[src/hdl/rau_pkg.sv]
// ----------------------------------------------------------------------------
// rau_pkg
// Shared types, register indexes and the per-opcode command program of the
// rational arithmetic unit.
// ----------------------------------------------------------------------------
package rau_pkg;

  localparam int unsigned PORT_W    = 64;
  localparam int unsigned WIDTH_DEF = 64;
  localparam int unsigned OP_W      = 4;
  localparam int unsigned PC_W      = 4;
  localparam int unsigned RIDX_W    = 3;
  localparam int unsigned NUM_REGS  = 8;

  // Request codes
  localparam logic [OP_W-1:0] OP_ADD     = 4'd0;
  localparam logic [OP_W-1:0] OP_SUB     = 4'd1;
  localparam logic [OP_W-1:0] OP_MUL     = 4'd2;
  localparam logic [OP_W-1:0] OP_DIV     = 4'd3;
  localparam logic [OP_W-1:0] OP_ADD_INT = 4'd4;
  localparam logic [OP_W-1:0] OP_SUB_INT = 4'd5;
  localparam logic [OP_W-1:0] OP_MUL_INT = 4'd6;
  localparam logic [OP_W-1:0] OP_DIV_INT = 4'd7;
  localparam logic [OP_W-1:0] OP_CMP     = 4'd8;

  // Working register indexes
  localparam logic [RIDX_W-1:0] R_AN = 3'd0;
  localparam logic [RIDX_W-1:0] R_AD = 3'd1;
  localparam logic [RIDX_W-1:0] R_BN = 3'd2;
  localparam logic [RIDX_W-1:0] R_BD = 3'd3;
  localparam logic [RIDX_W-1:0] R_N  = 3'd4;
  localparam logic [RIDX_W-1:0] R_D  = 3'd5;
  localparam logic [RIDX_W-1:0] R_T  = 3'd6;
  localparam logic [RIDX_W-1:0] R_Z  = 3'd7;  // always zero

  localparam logic [1:0] ORD_EQ = 2'b00;
  localparam logic [1:0] ORD_GT = 2'b01;
  localparam logic [1:0] ORD_LT = 2'b11;

  typedef enum logic [3:0] {
    CMD_NOP,
    CMD_LOAD,
    CMD_MUL,
    CMD_ADD,
    CMD_SUB,
    CMD_GCD,
    CMD_DIV,
    CMD_CMP,
    CMD_END
  } cmd_e;

  typedef struct packed {
    cmd_e              kind;
    logic [RIDX_W-1:0] dst;
    logic [RIDX_W-1:0] sx;
    logic [RIDX_W-1:0] sy;
  } step_t;

  typedef struct packed {
    logic  valid;
    step_t step;
  } cmd_t;

  typedef struct packed {
    logic done;
  } status_t;

  typedef enum logic [1:0] {
    C_IDLE,
    C_ISSUE,
    C_WAIT,
    C_RESULT
  } ctrl_state_e;

  typedef enum logic [2:0] {
    G_IDLE,
    G_INIT,
    G_TWOS,
    G_XODD,
    G_LOOP
  } gcd_state_e;

  function automatic step_t mk(cmd_e kind, logic [RIDX_W-1:0] dst,
                               logic [RIDX_W-1:0] sx, logic [RIDX_W-1:0] sy);
    step_t s;
    s.kind = kind;
    s.dst  = dst;
    s.sx   = sx;
    s.sy   = sy;
    return s;
  endfunction

  // Reduce the result by its gcd: shared tail of several programs
  function automatic step_t reduce_tail(logic [PC_W-1:0] k);
    step_t s;
    unique case (k)
      4'd0:    s = mk(CMD_GCD, R_Z, R_N, R_D);
      4'd1:    s = mk(CMD_DIV, R_N, R_Z, R_Z);
      4'd2:    s = mk(CMD_DIV, R_D, R_Z, R_Z);
      default: s = mk(CMD_END, R_Z, R_Z, R_Z);
    endcase
    return s;
  endfunction

  function automatic step_t cross_prog(logic [PC_W-1:0] pc,
                                       logic [RIDX_W-1:0] bn,
                                       logic [RIDX_W-1:0] bd);
    step_t s;
    unique case (pc)
      4'd0:    s = mk(CMD_GCD, R_Z, R_AN, bd);
      4'd1:    s = mk(CMD_DIV, R_AN, R_Z, R_Z);
      4'd2:    s = mk(CMD_DIV, bd, R_Z, R_Z);
      4'd3:    s = mk(CMD_GCD, R_Z, bn, R_AD);
      4'd4:    s = mk(CMD_DIV, bn, R_Z, R_Z);
      4'd5:    s = mk(CMD_DIV, R_AD, R_Z, R_Z);
      4'd6:    s = mk(CMD_MUL, R_N, R_AN, bn);
      4'd7:    s = mk(CMD_MUL, R_D, R_AD, bd);
      default: s = mk(CMD_END, R_Z, R_Z, R_Z);
    endcase
    return s;
  endfunction

  function automatic step_t prog(logic [OP_W-1:0] op, logic [PC_W-1:0] pc);
    step_t s;
    s = mk(CMD_END, R_Z, R_Z, R_Z);
    unique case (op) inside
      OP_ADD, OP_SUB: begin
        unique case (pc)
          4'd0:    s = mk(CMD_MUL, R_N, R_AN, R_BD);
          4'd1:    s = mk(CMD_MUL, R_T, R_BN, R_AD);
          4'd2:    s = mk((op == OP_ADD) ? CMD_ADD : CMD_SUB, R_N, R_N, R_T);
          4'd3:    s = mk(CMD_MUL, R_D, R_AD, R_BD);
          default: s = reduce_tail(pc - 4'd4);
        endcase
      end
      OP_MUL: s = cross_prog(pc, R_BN, R_BD);
      OP_DIV: s = cross_prog(pc, R_BD, R_BN);
      OP_ADD_INT, OP_SUB_INT: begin
        unique case (pc)
          4'd0:    s = mk(CMD_MUL, R_T, R_BN, R_AD);
          4'd1:    s = mk((op == OP_ADD_INT) ? CMD_ADD : CMD_SUB, R_N, R_AN, R_T);
          4'd2:    s = mk(CMD_ADD, R_D, R_AD, R_Z);
          default: s = reduce_tail(pc - 4'd3);
        endcase
      end
      OP_MUL_INT: begin
        unique case (pc)
          4'd0:    s = mk(CMD_MUL, R_N, R_AN, R_BN);
          4'd1:    s = mk(CMD_ADD, R_D, R_AD, R_Z);
          default: s = reduce_tail(pc - 4'd2);
        endcase
      end
      OP_DIV_INT: begin
        unique case (pc)
          4'd0:    s = mk(CMD_ADD, R_N, R_AN, R_Z);
          4'd1:    s = mk(CMD_MUL, R_D, R_AD, R_BN);
          default: s = reduce_tail(pc - 4'd2);
        endcase
      end
      OP_CMP: begin
        unique case (pc)
          4'd0:    s = mk(CMD_MUL, R_T, R_AN, R_BD);
          4'd1:    s = mk(CMD_MUL, R_AD, R_BN, R_AD);
          4'd2:    s = mk(CMD_CMP, R_Z, R_T, R_AD);
          default: s = mk(CMD_END, R_Z, R_Z, R_Z);
        endcase
      end
      default: s = mk(CMD_END, R_Z, R_Z, R_Z);
    endcase
    return s;
  endfunction

endpackage

[src/hdl/rau_ctrl.sv]
// ----------------------------------------------------------------------------
// rau_ctrl
// Controller: accepts a request, steps through its command program and
// strobes the result.
// ----------------------------------------------------------------------------
module rau_ctrl import rau_pkg::*; (
  input  logic            clk_i,
  input  logic            rst_ni,
  input  logic            start_i,
  input  logic [OP_W-1:0] req_type_i,
  input  status_t         status_i,
  output cmd_t            cmd_o,
  output logic            busy_o,
  output logic            res_valid_o
);

  ctrl_state_e     state_q, state_d;
  logic [OP_W-1:0] op_q, op_d;
  logic [PC_W-1:0] pc_q, pc_d;
  step_t           cur;

  assign cur = prog(op_q, pc_q);

  always_comb begin
    state_d = state_q;
    op_d    = op_q;
    pc_d    = pc_q;
    unique case (state_q)
      C_IDLE: begin
        if (start_i) begin
          state_d = C_ISSUE;
          op_d    = req_type_i;
          pc_d    = '0;
        end
      end
      C_ISSUE: state_d = (cur.kind == CMD_END) ? C_RESULT : C_WAIT;
      C_WAIT: begin
        if (status_i.done) begin
          state_d = C_ISSUE;
          pc_d    = pc_q + PC_W'(1);
        end
      end
      C_RESULT: state_d = C_IDLE;
      default:  state_d = C_IDLE;
    endcase
  end

  always_comb begin
    cmd_o.valid = 1'b0;
    cmd_o.step  = mk(CMD_NOP, R_Z, R_Z, R_Z);
    unique case (state_q)
      C_IDLE: begin
        // capture operands on the accepting edge
        cmd_o.valid = start_i;
        cmd_o.step  = mk(CMD_LOAD, R_Z, R_Z, R_Z);
      end
      C_ISSUE: begin
        cmd_o.valid = (cur.kind != CMD_END);
        cmd_o.step  = cur;
      end
      default: ;
    endcase
  end

  assign busy_o      = (state_q != C_IDLE);
  assign res_valid_o = (state_q == C_RESULT);

  always_ff @(posedge clk_i or negedge rst_ni) begin
    if (!rst_ni) begin
      state_q <= C_IDLE;
      op_q    <= '0;
      pc_q    <= '0;
    end else begin
      state_q <= state_d;
      op_q    <= op_d;
      pc_q    <= pc_d;
    end
  end

endmodule

[config.mk]
export PLATFORM = sky130hd
export DESIGN_NAME = rau_ctrl
export DESIGN_NICKNAME = d
export VERILOG_FILES = /design/src/hdl/rau_pkg.sv /design/src/hdl/rau_ctrl.sv
export SDC_FILE = /design/constraint.sdc
export NUM_CORES = 1
export LEC_CHECK = 0
export ABC_AREA = 1
export CAP_MARGIN = 0
export CORE_UTILIZATION = 40
export CTS_BUF_LIST = sky130_fd_sc_hd__clkbuf_2 sky130_fd_sc_hd__clkbuf_4 sky130_fd_sc_hd__clkbuf_8
export DETAILED_ROUTE_END_ITERATION = 8
export DONT_BUFFER_PORTS = 1
export PLACE_DENSITY = 0.53
export SLEW_MARGIN = 20
export SYNTH_ARGS = -nofsm -noshare
export SYNTH_HDL_FRONTEND = slang
export SYNTH_SLANG_ARGS = --single-unit
[constraint.sdc]
create_clock -name clk_i -period 5.3 [get_ports clk_i]
set_input_delay 0.265 -clock clk_i [delete_from_list [all_inputs] [get_ports clk_i]]
set_output_delay 0.265 -clock clk_i [all_outputs]
set_load 0.05 [all_outputs]
==> load_flow_metrics.sql, run 1 <==
INSERT INTO impl_metrics (metric_group, metric, value, unit) VALUES
('outcome', 'status', 'finished, final reports clean', ''),
('clocking', 'clock_tree.buffer_depth', '2', ''),
('clocking', 'clock_latency', '0.23', 'ns'),
('drt', 'detail_route.wl_per_cell', '15.1', 'µm'),
('floorplanning', 'floorplan.die.height', '67.0', 'µm'),
('clocking', 'cts_buffers', '3', ''),
('synthesis', 'seq_area_frac_synth', '14.8', '%'),
('global_route', 'gr-total-overflow', '0', ''),
('synthesis', 'synth_compound_area_share', '17.2', '%'),
('sta', 'grt_setup_unrepaired', 'false', ''),
('placement', 'dp_cells', '333', ''),
('drt', 'drt_pass1_iterations', '5', ''),
('drt', 'drc', '0', ''),
('placement', 'dp.final_hpwl', '4270', 'µm'),
('sta', 'layout_worst_path_cycle_share', '55.7', '%'),
('synthesis', 'synthXorXnorAreaFrac', '0', '%'),
('synthesis', 'syn-num-nets', '306', ''),
('sta', 'final.min_clock_period', '2.95', 'ns'),
('drt', 'via_per_inst', '5.41', ''),
('sta', 'hold_viol', '0', ''),
('sta', 'setup-violations-final', '0', ''),
('finish', 'post_route_cells_drive_above_1_share', '14.9', '%'),
('clocking', 'ctsHoldBuffers', '1', ''),
('critical_path', 'crit_path_category', 'reg2out', ''),
('drt', 'detailedRoute.firstIterationViolations', '226', ''),
('synthesis', 'synth_adder_area_share', '8.88', '%'),
('clocking', 'number_of_cells_upsized_or_downsized_after_cts', '0', ''),
('placement', 'buffer_ports.inserted', '0', ''),
('floorplanning', 'start_util', '42.0', '%'),
('sta', 'clock_skew', '0.00159', 'ns'),
('finish', 'n_antenna_cell', '0', ''),
('sta', 'max_slew_headroom_at_the_worst_pin', '30.5', '%'),
('synthesis', 'synthesis.area_per_instance', '5.91', 'µm²'),
('drt', 'detail_route.wirelength', '5100', 'µm'),
('global_route', 'grt_antenna_before_repair', '0', ''),
('clocking', 'clockRootBuffer', 'sky130_fd_sc_hd__clkbuf_8', ''),
('placement', 'dpl_cell_area', '1730', 'µm²'),
('synthesis', 'async_reset_ff_share', '100', '%'),
('critical_path', 'critical_path.reg2reg.startpoint', 'pc_q[1]$_DFFE_PN0P_', ''),
('clocking', 'clock_tree.htree_level_count', '1', ''),
('synthesis', 'synth_edf_count', '0', ''),
('sta', 'max_freq', '0.339', 'GHz'),
('global_route', 'grt_start_max_net_pins', '12', ''),
('critical_path', 'crit_start', 'pc_q[1]$_DFFE_PN0P_', ''),
('critical_path', 'worstPathMaxFanout', '11', ''),
('synthesis', 'synth_top_family_by_area', 'simple AND/OR/NAND/NOR gates', ''),
('finish', 'final_cells', '338', ''),
('synthesis', 'post_synth_instance_area', '1690', 'µm²'),
('synthesis', 'yosysWarnings', '0', ''),
('synthesis', 'post_synth_and_or_nand_nor_area_fraction', '46.9', '%'),
('clocking', 'cts_num_sinks', '10', ''),
('job', 'number_of_max_capacitance_violations_reported', '0', ''),
('sta', 'max_slew.worst_pin.slew', '1.04', 'ns'),
('synthesis', 'synth_seq_cells', '10', ''),
('global_route', 'global_route_wire_length_before_repair', '8050', 'µm'),
('clocking', 'clkSlewWorstSetupHoldPaths', '0.04', 'ns'),
('critical_path', 'critical_path.endpoint_type', 'primary output', ''),
('synthesis', 'post_synth_inst_count', '286', ''),
('global_route', 'global_routing_usage_summed_across_all_routing_layers', '24.8', '%'),
('synthesis', 'synth_top_flop_cell', 'sky130_fd_sc_hd__dfrtp_1', ''),
('worst_hold_path', 'hp-start', 'status_i', ''),
('worst_hold_path', 'timing.hold.worst.class', 'in2reg', ''),
('floorplanning', 'number_of_top_level_pins', '24', ''),
('finish', 'layout-area-overhead-vs-synth', '6.29', '%'),
('critical_path', 'cp_data_required_time', '5.04', 'ns'),
('finish', 'final_design_area_no_fill', '1800', 'µm²'),
('critical_path', 'critPathArrivalTime', '2.69', 'ns'),
('floorplanning', 'die_width', '67.0', 'µm'),
('sta', 'final_max_slew_viols', '0', ''),
('critical_path', 'worst_setup_path_start_kind', 'flop', ''),
('placement', 'gp_congestion', '0.910', ''),
('drt', 'via_count', '1830', ''),
('finish', 'finish.net_count', '309', ''),
('floorplanning', 'core_region_area', '4030', 'µm²'),
('floorplanning', 'floorplan.die_area', '4490', 'µm²'),
('global_route', 'grt_pass1_vias', '1634', ''),
('synthesis', 'yosysUniqueCellTypes', '30', ''),
('clocking', 'cts_tree', 'yes', ''),
('clocking', 'post-cts-setup-buffers', '0', ''),
('synthesis', 'synthMuxAreaShare', '0', '%'),
('sta', 'totalNegativeSetupSlack', '0', 'ns'),
('drt', 'route.antenna.remaining_nets', '0', ''),
('floorplanning', 'placement_rows', '23', '');
[worst max-delay path, cell delays in order (launching register included)]
cell and delay [ns]:
sky130_fd_sc_hd__dfrtp_1 0.56, sky130_fd_sc_hd__inv_1 0.22, sky130_fd_sc_hd__ha_1 0.36, sky130_fd_sc_hd__o21ai_4 0.32, sky130_fd_sc_hd__nand2_4 0.13, sky130_fd_sc_hd__inv_4 0.10
sky130_fd_sc_hd__nand4_1 0.16, sky130_fd_sc_hd__nand3_1 0.12, sky130_fd_sc_hd__nand4_1 0.49
[per-layer routing]
layer	share of wire, %	up-vias	global-route usage [%]
met5	0	-	0
met4	3.6	0	10.9
met3	6.1	21	2.40
met2	46	78	38.5
met1	44	801	34.0
li1	-	930	-
[synth_stat cells, types with 3 or more instances]
master                     number  share of area (%)
sky130_fd_sc_hd__nor2_2         6                2.2
sky130_fd_sc_hd__ha_1          12                8.9
sky130_fd_sc_hd__dfrtp_1       10                 15
sky130_fd_sc_hd__inv_1         36                8.0
sky130_fd_sc_hd__nand4_1        8                3.0
sky130_fd_sc_hd__a21oi_1       20                5.9
sky130_fd_sc_hd__o211ai_1       3                1.3
sky130_fd_sc_hd__o21ai_0       19                5.6
sky130_fd_sc_hd__nand3_1       25                7.4
sky130_fd_sc_hd__o21ai_1        3               0.89
sky130_fd_sc_hd__nor2_1        27                6.0
sky130_fd_sc_hd__inv_2         10                2.2
sky130_fd_sc_hd__nor2_4         5                3.3
sky130_fd_sc_hd__nand2_1       73                 16
sky130_fd_sc_hd__nand2_4        3                2.0
sky130_fd_sc_hd__nand2_2        7                2.6
[state kept, by name, summed over array words and instances, names as in the netlist]
| register | count |
|---|---|
| op_q | 4 |
| state_q | 2 |
| pc_q | 4 |
[cell usage in the layout (no fill, tap or decap), types with 2 or more instances in the layout]
| cell type | count |
|---|---|
| sky130_fd_sc_hd__a21oi_1 | 20 |
| sky130_fd_sc_hd__nor2_1 | 27 |
| sky130_fd_sc_hd__nand2_4 | 3 |
| sky130_fd_sc_hd__nor2_2 | 6 |
| sky130_fd_sc_hd__nand3_1 | 25 |
| sky130_fd_sc_hd__o21ai_0 | 19 |
| sky130_fd_sc_hd__dfrtp_1 | 10 |
| sky130_fd_sc_hd__ha_1 | 12 |
| sky130_fd_sc_hd__nand2_2 | 7 |
| sky130_fd_sc_hd__o21ai_1 | 3 |
| sky130_fd_sc_hd__nor3b_1 | 2 |
| sky130_fd_sc_hd__nor3_1 | 2 |
| sky130_fd_sc_hd__o211ai_1 | 3 |
| sky130_fd_sc_hd__inv_1 | 36 |
| sky130_fd_sc_hd__nor2_4 | 5 |
| sky130_fd_sc_hd__inv_4 | 2 |
| sky130_fd_sc_hd__o21ai_2 | 2 |
| sky130_fd_sc_hd__inv_2 | 10 |
| sky130_fd_sc_hd__nand4_1 | 8 |
| sky130_fd_sc_hd__nand2_1 | 73 |
| sky130_fd_sc_hd__clkbuf_8 | 4 |
| sky130_fd_sc_hd__nand3b_1 | 2 |
[stage by stage]
stage | setup slack [ns] | utilization, % | hold slack, ns
after global routing | 2.17 | 44.6 | 0.158
after global placement | 2.61 | 43.0 | -0.0303
after floorplan | 2.93 | - | -0.0306
after detailed placement | 2.61 | 43.0 | -0.0303
final | 2.35 | 44.6 | 0.149
after CTS | 2.36 | 44.6 | 0.152
[kinds of logic (layout without fill, tap and decap cells)]
| group | count (synthesis) | after routing |
|---|---|---|
| flops | 10 | 10 |
| fa+ha+maj | 12 | 12 |
| simple gates | 162 | 162 |
| buf+inv | 51 | 53 |
| compound gates | 51 | 51 |
[final timing paths]
check / endpoint / slack [ns] / depth (start not counted)
setup / recovery: cmd_o[1] / 2.35 / 8
hold / removal: state_q[1]$_DFFE_PN0P_ / 0.15 / 1
setup reg to reg: state_q[0]$_DFFE_PN0P_ / 3.10 / 9
hold reg to reg: op_q[2]$_DFFE_PN0P_ / 0.61 / 2
max in group asynchronous: pc_q[0]$_DFFE_PN0P_ / 4.61 / 1
min in group asynchronous: state_q[1]$_DFFE_PN0P_ / 0.40 / 1
[area by class of cell]
class | instances | area, µm²
repair buffers | 1 | 10.0
clock buffers | 4 | 55.1
multi-input cells | 225 | 1230
inverters | 48 | 185
well taps | 50 | 62.6
flip-flops and latches | 10 | 250
fillers | 453 | 2230
Power of run 1 is not shown: default switching activity piles up to over one toggle a cycle in this logic, so the estimate is an artifact.
==> run 2, diff against run 1 <==
clock period = 2.8 ns   (was 5.3 ns; I/O delays follow)
==> load_flow_metrics.sql, run 2 (synthesized netlist as in run 1, its figures left out) <==
INSERT INTO impl_metrics (metric_group, metric, value, unit) VALUES
('finish', 'layout-area-overhead-vs-synth', '11.1', '%'),
('floorplanning', 'core_region_area', '4030', 'µm²'),
('critical_path', 'critical_path.most_common_cell', 'sky130_fd_sc_hd__nand2_1', ''),
('critical_path', 'cp_cell_sequence', 'inv_1, ha_2, nand2_2, inv_2, nand3_1, nand2_1, nand2_1, nor3b_1, nand3_2', ''),
('finish', 'n_antenna_cell', '0', ''),
('global_route', 'grt_antenna_before_repair', '0', ''),
('sta', 'max_freq', '0.394', 'GHz'),
('finish', 'layout.cells.most_common_list', '72 x sky130_fd_sc_hd__nand2_1, 34 x sky130_fd_sc_hd__inv_1, 27 x sky130_fd_sc_hd__nor2_1', ''),
('worst_hold_path', 'hp-start', 'req_type_i[0]', ''),
('job', 'number_of_max_capacitance_violations_reported', '0', ''),
('critical_path', 'critical_path.top_delay_family', 'simple AND/OR/NAND/NOR gates', ''),
('critical_path', 'cp_data_required_time', '2.66', 'ns'),
('placement', 'dp.final_hpwl', '4380', 'µm'),
('critical_path', 'regToRegSetupSlack', '0.79', 'ns'),
('critical_path', 'critical_path.reg2reg.startpoint', 'pc_q[2]$_DFFE_PN0P_', ''),
('critical_path', 'crit_path_category', 'reg2out', ''),
('clocking', 'cts_buffers', '3', ''),
('finish', 'layout_commonest_cell', 'sky130_fd_sc_hd__nand2_1', ''),
('sta', 'grt_setup_unrepaired', 'false', ''),
('finish', 'post_route_cells_drive_above_1_share', '19.6', '%'),
('drt', 'drc', '0', ''),
('clocking', 'clockRootBuffer', 'sky130_fd_sc_hd__clkbuf_8', ''),
('drt', 'via_count', '1864', ''),
('drt', 'route.antenna.remaining_nets', '0', ''),
('drt', 'drt_pass1_iterations', '4', ''),
('sta', 'max_slew.worst_pin.slew', '0.592', 'ns'),
('global_route', 'grt_pass1_vias', '1805', ''),
('sta', 'layout_worst_path_cycle_share', '90.7', '%'),
('placement', 'buffer_ports.inserted', '0', ''),
('critical_path', 'worstPathMaxFanout', '9', ''),
('drt', 'detail_route.wl_per_cell', '15.2', 'µm'),
('sta', 'clock_skew', '0.00187', 'ns'),
('worst_hold_path', 'hold_depth', '2', ''),
('critical_path', 'critical_path.reg2reg.endpoint', 'state_q[0]$_DFFE_PN0P_', ''),
('critical_path', 'cp_max_stage_cell', 'sky130_fd_sc_hd__dfrtp_1', ''),
('critical_path', 'worst_path_largest_cell_delay', '0.43', 'ns'),
('floorplanning', 'die_width', '67.0', 'µm'),
('clocking', 'clkSlewWorstSetupHoldPaths', '0.05', 'ns'),
('floorplanning', 'floorplan.die.height', '67.0', 'µm'),
('finish', 'final_design_area_no_fill', '1880', 'µm²'),
('global_route', 'grt_start_max_net_pins', '12', ''),
('clocking', 'cts_tree', 'yes', ''),
('worst_hold_path', 'worst_hold_path.endpoint', 'op_q[0]$_DFFE_PN0P_', ''),
('sta', 'final_max_slew_viols', '0', ''),
('sta', 'totalNegativeSetupSlack', '0', 'ns'),
('finish', 'final_cells', '346', ''),
('global_route', 'global_route_wire_length_before_repair', '8670', 'µm'),
('sta', 'max_slew_headroom_at_the_worst_pin', '60.4', '%'),
('sta', 'final.min_clock_period', '2.54', 'ns'),
('drt', 'detail_route.wirelength', '5260', 'µm'),
('clocking', 'post-cts-setup-buffers', '0', ''),
('floorplanning', 'placement_rows', '23', ''),
('global_route', 'global_routing_usage_summed_across_all_routing_layers', '26.1', '%'),
('floorplanning', 'start_util', '42.0', '%'),
('finish', 'reg.largest.list', 'op_q (4), pc_q (4), state_q (2)', ''),
('placement', 'dp_cells', '341', ''),
('drt', 'detailedRoute.firstIterationViolations', '246', ''),
('placement', 'dpl_cell_area', '1790', 'µm²'),
('critical_path', 'timing.reg2reg.worst_path_depth', '11', ''),
('clocking', 'clock_tree.buffer_depth', '2', ''),
('critical_path', 'critical_path.endpoint_type', 'primary output', ''),
('outcome', 'status', 'finished, final reports clean', ''),
('critical_path', 'worst_setup_path_start_kind', 'flop', ''),
('floorplanning', 'floorplan.die_area', '4490', 'µm²'),
('worst_hold_path', 'timing.hold.worst.class', 'in2reg', ''),
('critical_path', 'timing.critical_path.buf_inv', '2', ''),
('sta', 'setup-violations-final', '0', ''),
('placement', 'gp_congestion', '0.949', ''),
('critical_path', 'critPathArrivalTime', '2.40', 'ns'),
('finish', 'finish.net_count', '317', ''),
('clocking', 'clock_latency', '0.23', 'ns'),
('global_route', 'gr-total-overflow', '0', ''),
('sta', 'hold_viol', '0', ''),
('clocking', 'clock_tree.htree_level_count', '1', ''),
('drt', 'via_per_inst', '5.39', ''),
('finish', 'fillers', '449', ''),
('floorplanning', 'number_of_top_level_pins', '24', ''),
('clocking', 'cts_num_sinks', '10', '');
run 2: cell count changes in the layout (fill, tap and decap cells not counted), sizes merged:
cell	previous run	this run
buf	0	8
clkinvlp	0	2
inv	48	46
run 2: what timing repair did:
| action | 4_1_cts | 5_1_grt |
|---|---|---|
| hold buffers | 1 | 0 |
| setup endpoints to repair | 0 | 5 |
| hold endpoints to repair | 10 | 0 |
| resized for setup | 0 | 7 |
run 2: layout make-up:
type | instances | area, µm² | share of cell area, %
sequential | 10 | 251 | 13.4
inverter | 48 | 193 | 10.3
multi-input combinational | 225 | 1250 | 66.4
timing repair buffer | 9 | 70.1 | 3.73
tap | 50 | 62.6 | 3.33
clock buffer | 4 | 55.1 | 2.93
run 2: how the worst max path moves through the flow:
stage / startpoint / to / slack [ns] / cells after the start
floorplan: pc_q[1]$_DFFE_PN0P_ / cmd_o[5] / 0.55 / 6
finish: pc_q[0]$_DFFE_PN0P_ / cmd_o[4] / 0.26 / 9
global placement: pc_q[0]$_DFFE_PN0P_ / cmd_o[4] / 0.28 / 9
global route: pc_q[2]$_DFFE_PN0P_ / cmd_o[12] / 0.07 / 11
CTS: pc_q[1]$_DFFE_PN0P_ / cmd_o[4] / 0.08 / 9
detailed placement: pc_q[1]$_DFFE_PN0P_ / cmd_o[4] / 0.34 / 9
run 2: routing by layer:
metal	share of wire [%]	global-route usage, %	wire length [µm]
met5	0	0	0
met3	5.0	2.91	265
met1	45	33.8	2370
met4	3.2	12.2	171
met2	47	42.5	2450
run 2: per-stage QoR:
step | utilization (%) | setup WS [ns] | hold WS [ns]
2_1_floorplan | - | 0.550 | -0.156
3_3_place_gp | 44.5 | 0.285 | -0.155
3_5_place_dp | 44.5 | 0.345 | -0.155
4_1_cts | 46.1 | 0.0760 | 0.0248
5_1_grt | 46.6 | 0.0697 | 0.0224
6_report | 46.6 | 0.259 | 0.0277
Power of run 2 is left out for the same reason.
==> run 3, diff against run 2 <==
CORE_ASPECT_RATIO = 0.7   (was default)
==> load_flow_metrics.sql, run 3 (synthesized netlist as in run 1, its figures left out) <==
INSERT INTO impl_metrics (metric_group, metric, value, unit) VALUES
('outcome', 'status', 'finished, final reports clean', ''),
('global_route', 'grt_start_max_net_pins', '12', ''),
('sta', 'fin_worst_hold_slack', '0.0112', 'ns'),
('global_route', 'grt_busiest_layer', 'met1', ''),
('clocking', 'clock_latency', '0.24', 'ns'),
('placement', 'gp_congestion', '0.970', ''),
('drt', 'via_count', '1915', ''),
('floorplanning', 'placement_rows', '19', ''),
('sta', 'layout_worst_path_cycle_share', '93.0', '%'),
('worst_hold_path', 'worst_hold_path.endpoint', 'state_q[1]$_DFFE_PN0P_', ''),
('global_route', 'grt_pass1_vias', '1736', ''),
('critical_path', 'worstPathMaxFanout', '11', ''),
('sta', 'setup-violations-final', '0', ''),
('sta', 'final.min_clock_period', '2.60', 'ns'),
('critical_path', 'crit_path_category', 'reg2out', ''),
('global_route', 'global_routing_usage_summed_across_all_routing_layers', '26.7', '%'),
('finish', 'layout_commonest_cell', 'sky130_fd_sc_hd__nand2_1', ''),
('finish', 'n_antenna_cell', '0', ''),
('drt', 'via_per_inst', '5.49', ''),
('sta', 'clock_skew', '0.00315', 'ns'),
('clocking', 'cts_buffers', '3', ''),
('finish', 'final_cells', '349', ''),
('floorplanning', 'number_of_top_level_pins', '24', ''),
('global_route', 'gr-usage-met2', '33.6', '%'),
('global_route', 'gr-total-overflow', '0', ''),
('clocking', 'clkSlewWorstSetupHoldPaths', '0.05', 'ns'),
('critical_path', 'cp_data_required_time', '2.66', 'ns'),
('sta', 'grt_setup_unrepaired', 'false', ''),
('critical_path', 'critPathArrivalTime', '2.46', 'ns'),
('sta', 'max_slew.worst_pin.slew', '0.597', 'ns'),
('finish', 'reg.largest.list', 'op_q (4), pc_q (4), state_q (2)', ''),
('critical_path', 'regToRegSetupSlack', '0.75', 'ns'),
('critical_path', 'critical_path.reg2reg.endpoint', 'state_q[0]$_DFFE_PN0P_', ''),
('sta', 'max_freq', '0.384', 'GHz'),
('drt', 'drc', '0', ''),
('sta', 'max_slew_headroom_at_the_worst_pin', '60.1', '%'),
('clocking', 'clockRootBuffer', 'sky130_fd_sc_hd__clkbuf_8', ''),
('worst_hold_path', 'timing.hold.worst.class', 'in2reg', ''),
('drt', 'detail_route.wirelength', '5390', 'µm'),
('floorplanning', 'core_region_area', '3990', 'µm²'),
('drt', 'route.antenna.remaining_nets', '0', ''),
('finish', 'post_route_cells_drive_above_1_share', '19.2', '%'),
('finish', 'layout.cells.most_common_list', '72 x sky130_fd_sc_hd__nand2_1, 35 x sky130_fd_sc_hd__inv_1, 27 x sky130_fd_sc_hd__nor2_1', ''),
('worst_hold_path', 'hp-start', 'status_i', ''),
('worst_hold_path', 'hold_depth', '1', ''),
('drt', 'drt_pass1_iterations', '5', ''),
('clocking', 'clock_tree.buffer_depth', '2', ''),
('critical_path', 'critical_path.reg2reg.startpoint', 'pc_q[1]$_DFFE_PN0P_', ''),
('drt', 'detail_route.wl_per_cell', '15.4', 'µm'),
('floorplanning', 'floorplan.die.height', '56.4', 'µm'),
('sta', 'fin_ws', '0.197', 'ns'),
('global_route', 'global_route_wire_length_before_repair', '9020', 'µm'),
('global_route', 'grt_util_met1', '42.7', '%'),
('sta', 'hold_viol', '0', ''),
('global_route', 'grt_antenna_before_repair', '0', ''),
('clocking', 'cts_num_sinks', '10', ''),
('finish', 'layout-area-overhead-vs-synth', '11.1', '%'),
('critical_path', 'timing.reg2reg.worst_path_depth', '11', ''),
('sta', 'final_max_slew_viols', '0', ''),
('sta', 'totalNegativeSetupSlack', '0', 'ns'),
('floorplanning', 'start_util', '42.3', '%'),
('clocking', 'post-cts-setup-buffers', '0', ''),
('critical_path', 'critical_path.endpoint_type', 'primary output', ''),
('floorplanning', 'floorplan.die_area', '4490', 'µm²'),
('global_route', 'globalRouteMet3Util', '8.29', '%'),
('drt', 'detailedRoute.firstIterationViolations', '245', ''),
('clocking', 'clock_tree.htree_level_count', '1', ''),
('critical_path', 'worst_setup_path_start_kind', 'flop', ''),
('finish', 'finish.net_count', '318', ''),
('job', 'number_of_max_capacitance_violations_reported', '0', ''),
('placement', 'detailedPlace.worstSlack', '0.244', 'ns'),
('clocking', 'cts_tree', 'yes', ''),
('placement', 'buffer_ports.inserted', '0', ''),
('floorplanning', 'die_width', '79.7', 'µm'),
('placement', 'dp.final_hpwl', '4370', 'µm'),
('placement', 'dp_cells', '344', '');
-- run 3: cell types whose count changed in the layout (fill, tap and decap cells not counted) --
cell and change:
sky130_fd_sc_hd__buf_4 +1, sky130_fd_sc_hd__clkinvlp_4 -1, sky130_fd_sc_hd__dfrtp_1 -1, sky130_fd_sc_hd__dfrtp_2 +1, sky130_fd_sc_hd__ha_1 +1, sky130_fd_sc_hd__ha_2 -1, sky130_fd_sc_hd__inv_1 +1, sky130_fd_sc_hd__nand3_1 +1
sky130_fd_sc_hd__nand3_2 -1
-- run 3: metrics by stage --
stage / util, % / cell area, µm²
global placement: 45.1 / 1800
CTS: 46.9 / 1870
finish: 47.0 / 1880
floorplan: - / 1690
detailed placement: 45.1 / 1800
global route: 47.0 / 1880
-- run 3: final cells by class --
cell class / instances / area [µm²]
multi-input cells: 225 / 1240
flip-flops and latches: 10 / 253
repair buffers: 10 / 77.6
inverters: 48 / 189
well taps: 52 / 65.1
clock buffers: 4 / 55.1
fillers: 447 / 2120
-- run 3: how the worst max path moves through the flow --
stage | cells past startpoint | endpoint | start | slack (ns)
global placement | 9 | cmd_o[12] | pc_q[1]$_DFFE_PN0P_ | 0.20
global route | 11 | cmd_o[12] | pc_q[0]$_DFFE_PN0P_ | 0.01
floorplan | 6 | cmd_o[5] | pc_q[1]$_DFFE_PN0P_ | 0.55
finish | 11 | cmd_o[12] | pc_q[1]$_DFFE_PN0P_ | 0.20
detailed placement | 9 | cmd_o[12] | pc_q[1]$_DFFE_PN0P_ | 0.24
CTS | 9 | cmd_o[11] | pc_q[1]$_DFFE_PN0P_ | 0.02
-- run 3: what timing repair did --
item,CTS,global route
gates resized for setup,2,3
pin swaps,0,0
endpoints found under the hold margin,10,0
setup endpoints to repair,2,11
hold buffers,1,0
-- run 3: routing by layer --
metal  vias up  wire, µm
li1        947         -
met1       863      2730
met2        99      2050
met3         6       574
met4         0        30
met5         -         0
-- run 3: worst max-delay path, stage by stage, from the launching register on --
cell,delay [ns]
sky130_fd_sc_hd__dfrtp_2,0.49
sky130_fd_sc_hd__inv_1,0.22
sky130_fd_sc_hd__ha_2,0.36
sky130_fd_sc_hd__nor2_1,0.11
sky130_fd_sc_hd__inv_1,0.08
sky130_fd_sc_hd__nand2_1,0.10
sky130_fd_sc_hd__nand2_1,0.19
sky130_fd_sc_hd__nor2_1,0.08
sky130_fd_sc_hd__nor2_2,0.12
sky130_fd_sc_hd__nand3_2,0.11
sky130_fd_sc_hd__nand2_1,0.12
sky130_fd_sc_hd__clkinvlp_4,0.25
Power of run 3 is left out for the same reason.
